`src/rtl/hcbp_pkg.sv`:
```
// package for the code-table bit packer: widths, request codes, sequencer states
// and the control/status structs passed between the top level and the packer
// no dependencies
package hcbp_pkg;

   localparam int SYMBOL_COUNT  = 256;
   localparam int SYM_W         = $clog2(SYMBOL_COUNT);
   localparam int CODE_W        = 16;
   localparam int MAX_CODE_BITS = 16;
   localparam int LEN_W         = 5;
   localparam int BYTE_W        = 8;
   localparam int PENDING_W     = BYTE_W - 1;
   localparam int CNT_W         = 3;
   localparam int PENDING_MAX   = 7;
   localparam int SHAMT_W       = 4;

   // request type codes
   typedef enum logic [1:0] {
      REQ_LOAD   = 2'd0,
      REQ_ENCODE = 2'd1,
      REQ_FLUSH  = 2'd2
   } req_kind_type;

   // sequencer states
   typedef enum logic [1:0] {
      ST_IDLE,
      ST_LOOKUP,
      ST_SHIFT
   } state_type;

   // packer operations
   typedef enum logic [1:0] {
      PK_NOP,
      PK_LOAD,
      PK_SHIFT,
      PK_FLUSH
   } pk_op_type;

   typedef struct packed {
      pk_op_type          op;
      logic [CODE_W-1:0]  code;
      logic [LEN_W-1:0]   len;
   } pk_ctrl_type;

   typedef struct packed {
      logic last_bit;
      logic active;
   } pk_status_type;

endpackage

```
`src/rtl/hcbp_packer.sv`:
```
// bit-serial packer: code shift register, 7-bit accumulator and output byte
// register; one code bit per shift step; depends on hcbp_pkg
module hcbp_packer (
   input  logic                          clock,
   input  logic                          reset,
   input  hcbp_pkg::pk_ctrl_type         ctrl,
   output hcbp_pkg::pk_status_type       status,
   output logic                          rsp_strobe,
   output logic [hcbp_pkg::BYTE_W-1:0]   rsp_out_byte,
   output logic                          rsp_last_of_item
);

   logic [hcbp_pkg::PENDING_W-1:0] acc_ff, acc_in;
   logic [hcbp_pkg::CNT_W-1:0]     cnt_ff, cnt_in;
   logic [hcbp_pkg::CODE_W-1:0]    code_ff, code_in;
   logic [hcbp_pkg::LEN_W-1:0]     left_ff, left_in;
   logic [hcbp_pkg::BYTE_W-1:0]    byte_ff, byte_in;
   logic                           last_ff, last_in;
   logic                           strobe_ff, strobe_in;
   logic                           next_bit;
   logic [hcbp_pkg::SHAMT_W-1:0]   flush_sh;
   logic [hcbp_pkg::BYTE_W-1:0]    flush_byte;

   assign next_bit   = code_ff[0];
   // left-align pending bits, zero fill below
   assign flush_sh   = hcbp_pkg::SHAMT_W'(hcbp_pkg::BYTE_W) - hcbp_pkg::SHAMT_W'(cnt_ff);
   assign flush_byte = {1'b0, acc_ff} << flush_sh;

   always_comb begin
      acc_in    = acc_ff;
      cnt_in    = cnt_ff;
      code_in   = code_ff;
      left_in   = left_ff;
      byte_in   = byte_ff;
      last_in   = last_ff;
      strobe_in = 1'b0;
      case (ctrl.op)
         hcbp_pkg::PK_LOAD: begin
            code_in = ctrl.code;
            left_in = ctrl.len;
         end
         hcbp_pkg::PK_SHIFT: begin
            code_in = code_ff >> 1;
            left_in = left_ff - hcbp_pkg::LEN_W'(1);
            if (cnt_ff == hcbp_pkg::CNT_W'(hcbp_pkg::PENDING_MAX)) begin
               strobe_in = 1'b1;
               byte_in   = {acc_ff, next_bit};
               // last byte unless a full byte of code bits still remains
               last_in   = (left_ff <= hcbp_pkg::LEN_W'(hcbp_pkg::BYTE_W));
               acc_in    = '0;
               cnt_in    = '0;
            end else begin
               acc_in = {acc_ff[hcbp_pkg::PENDING_W-2:0], next_bit};
               cnt_in = cnt_ff + hcbp_pkg::CNT_W'(1);
            end
         end
         hcbp_pkg::PK_FLUSH: begin
            strobe_in = 1'b1;
            byte_in   = flush_byte;
            last_in   = 1'b1;
            acc_in    = '0;
            cnt_in    = '0;
         end
         default: begin
         end
      endcase
   end

   always_ff @(posedge clock) begin
      if (reset) begin
         acc_ff    <= '0;
         cnt_ff    <= '0;
         left_ff   <= '0;
         strobe_ff <= 1'b0;
      end else begin
         acc_ff    <= acc_in;
         cnt_ff    <= cnt_in;
         left_ff   <= left_in;
         strobe_ff <= strobe_in;
      end
   end

   always_ff @(posedge clock) begin
      code_ff <= code_in;
      byte_ff <= byte_in;
      last_ff <= last_in;
   end

   assign status.last_bit = (left_ff == hcbp_pkg::LEN_W'(1));
   assign status.active   = (left_ff != '0);

   assign rsp_strobe       = strobe_ff;
   assign rsp_out_byte     = byte_ff;
   assign rsp_last_of_item = last_ff;

`ifndef SYNTHESIS
   a_shift_has_bits: assert property (@(posedge clock) disable iff (reset)
      ctrl.op == hcbp_pkg::PK_SHIFT |-> left_ff != '0)
      else $error("shift step with no code bits left");
   a_byte_clears_acc: assert property (@(posedge clock) disable iff (reset)
      strobe_ff |-> cnt_ff == '0)
      else $error("accumulator not cleared after byte");
`endif

endmodule

```
`config.mk`:
```
export PLATFORM = sky130hd
export DESIGN_NAME = hcbp_packer
export DESIGN_NICKNAME = d
export VERILOG_FILES = /design/src/rtl/hcbp_pkg.sv /design/src/rtl/hcbp_packer.sv
export SDC_FILE = /design/constraint.sdc
export NUM_CORES = 1
export LEC_CHECK = 0
export ABC_CLOCK_PERIOD_IN_PS = 3300
export BUFFER_PORTS_ARGS = -buffer_cell sky130_fd_sc_hd__buf_4
export CAP_MARGIN = 20
export CORE_ASPECT_RATIO = 1.25
export CORE_UTILIZATION = 35
export CTS_BUF_LIST = sky130_fd_sc_hd__clkbuf_2
export DETAILED_ROUTE_END_ITERATION = 10
export HOLD_SLACK_MARGIN = 0.03
export PLACE_DENSITY_LB_ADDON = 0.05
export REMOVE_ABC_BUFFERS = 1
export SLEW_MARGIN = 0
export SYNTH_ARGS = -nofsm -noshare
export SYNTH_HDL_FRONTEND = slang
export SYNTH_SLANG_ARGS = --single-unit
```
`constraint.sdc`:
```
create_clock -name clock -period 3.3 [get_ports clock]
set_input_delay 0.33 -clock clock [delete_from_list [all_inputs] [get_ports clock]]
set_output_delay 0.33 -clock clock [all_outputs]
set_load 0.01 [all_outputs]
```
==> reports/qor.csv <==
metric;value;unit
netlist_area;2067;sq um
globalplace.congestion;0.8580;
power_density;417.6;nW/um^2
vias;1523;
finalInstanceArea;2451;sq um
cts_resized;0;
postPlaceCellArea;2387;sq um
required;3.47;ns
synth_top_area_share;36.32;%
area_delta_synth_final;18.58;%
die_area;6219;sq um
drcViolationCount;4;
regArea;1071;sq um
place_inst;285;
clock_latency;0.39;ns
crit_start;cnt_ff[1]$_SDFFE_PP0P_;
antenna_found_initial;0;
r2r_start;cnt_ff[1]$_SDFFE_PP0P_;
multi_input_area;887.1;sq um
grt_pass1_wl;7038;um
hold_viol;0;
initial_core_util;37.21;%
violations;DRC;
diodes;0;
tritoncts;done;
place_ws;1.189;ns
fin_skew;0.01254;ns
grt_max_degree;26;
arrival;2.29;ns
synth_flop_cell;edfxtp_1;
async_flop_share;0;%
synth_edf_count;25;
wl_per_cell;13.60;um
grt_pass1_vias;1540;
synth_area_leaders;edfxtp_1 36%, dfxtp_1 15%, mux2_2 8.2%, ha_1 4.2%, nand2_1 3.5%;
fp.dieH;87.92;um
clock-sinks;41;
final_nets;260;
rsz0062_at_grt;no;
grt_overflow;0;
seq_area_frac_synth;51.82;%
die_w;70.74;um
ff2ff_setup_slack;1.18;ns
ctsHoldBuffers;0;
synth_seq_cells;41;
whs;0.1360;ns
syn_avg_cell_area;10.77;sq um
r2r_end;rsp_out_byte[7]$_DFFE_PP_;
hold_class;in2reg;
postLayoutSetupSlackWorst;1.181;ns
critPathMaxFanout;12;
worstMarginPinSlew;0.7137;ns
core_area;5555;sq um
row_count;30;
drt_iter0_drc;55;
io_buffers;36;
p_leak;0.9380;nW
period_share;64.21;%
cts_max_path_buffers;2;
syn_inst;192;
status;complete, but fails checks;
root_buffer;clkbuf_2;
grtUsageTotal;14.71;%
synth_commonest_cells;25 x edfxtp_1, 19 x nand2_1, 16 x dfxtp_1;
cts_setup_buffers;0;
clk_pin_slew;0.19;ns
worst_slew_margin_rel;52.37;%
drt-vias-per-instance;5.198;
setup_violations;0;
maxCapViolations;0;
yosys.area.top_type;edfxtp_1;
ys_types;40;
rr_worst_depth;6;
min_period;2.119;ns
pin_count;37;
routed_wirelength;3986;um
criticalPathCategory;reg2reg;
tns;0;ns
drtAntennaViolNets;0;
fill_cells;539;
yosys_warnings;0;
fmax;0.4719;GHz
dp_hpwl;2921;um
endpoint;rsp_out_byte[7]$_DFFE_PP_;
synthMostInstantiatedCell;edfxtp_1;
ir_worst_vdd;0.0002339;V
layout-drive-gt1-share;29.26;%
drv_slew;0;
htree_levels;2;
startpoint_type;flop;
dr.pass1.iters;7;
cts_buffers;5;
cp-end-kind;flop;
finalNonFillerCells;293;
[cell type report]
type | count | share of cell area [%]
clock buffers | 6 | 1.225
clock inverters | 2 | 1.378
inverters | 15 | 2.297
multi-input cells | 126 | 36.19
flip-flops and latches | 41 | 43.70
well taps | 64 | 3.267
repair buffers | 39 | 11.94
[registers in the layout, summed over array words and instances, names as in the netlist]
name	flops
rsp_strobe	1
rsp_out_byte	8
rsp_last_of_item	1
cnt_ff	3
acc_ff	7
left_ff	5
code_ff	16
[routing by layer]
layer / routed length, um / vias to the layer above / track usage [%]
met5: 0 / - / 0
met1: 1701 / 713 / 16.84
met2: 2000 / 39 / 25.44
met3: 176 / 9 / 3.913
met4: 107 / 0 / 7.455
li1: - / 762 / -
[power by group]
group / total, mW / internal [mW] / switching, mW
Sequential: 0.594 / 0.581 / 0.0126
Combinational: 0.144 / 0.0707 / 0.0738
Clock: 0.285 / 0.129 / 0.156
Total: 1.02 / 0.782 / 0.242
[worst min-delay path by stage]
| stage | startpoint | slack [ns] | depth (start not counted) | end |
|---|---|---|---|---|
| finish | reset | 0.14 | 2 | left_ff[4]$_SDFFE_PP0P_ |
| global route | reset | 0.09 | 2 | left_ff[2]$_SDFFE_PP0P_ |
| CTS | reset | 0.10 | 2 | left_ff[2]$_SDFFE_PP0P_ |
| detailed placement | left_ff[2]$_SDFFE_PP0P_ | 0.48 | 2 | left_ff[2]$_SDFFE_PP0P_ |
| global placement | left_ff[2]$_SDFFE_PP0P_ | 0.48 | 2 | left_ff[2]$_SDFFE_PP0P_ |
| floorplan | reset | 0.40 | 1 | left_ff[2]$_SDFFE_PP0P_ |
[critical path, cell delays in order, from the launching register on]
cell and delay, ns:
dfxtp_1 0.45, inv_1 0.06, ha_1 0.55, mux2i_1 0.31, mux2i_1 0.12, and2_1 0.17, a221o_1 0.25
[logic make-up (layout without fill, tap and decap cells)]
| kind of cell | count (synthesis) | count (layout) | synth area share [%] |
|---|---|---|---|
| muxes | 23 | 23 | 12.65 |
| and+or+nand+nor | 53 | 53 | 12.29 |
| adders and majority gates | 7 | 7 | 4.237 |
| buffers and inverters | 25 | 62 | 5.267 |
| AOI/OAI and AO/OA | 43 | 43 | 13.74 |
| DFF | 41 | 41 | 51.82 |
[cell usage in the layout, fill, tap and decap left out, types with 3 or more instances in the layout]
cell type / count
ha_1: 7
nor2_1: 11
mux2_2: 15
o21ai_1: 4
nand2_1: 19
buf_4: 39
nor3_1: 5
mux2i_1: 7
clkbuf_2: 6
o21ai_0: 9
dfxtp_1: 16
or3_1: 5
edfxtp_1: 25
a21oi_1: 14
a211oi_1: 3
inv_1: 13
[per-stage QoR]
stage	total power, mW	util, %
floorplan	0.6918	-
global placement	0.7490	42.97
detailed placement	0.7526	42.97
CTS	1.040	44.12
global route	1.082	44.12
finish	1.024	44.12
Note: power is estimated with default switching activity, not from simulation.
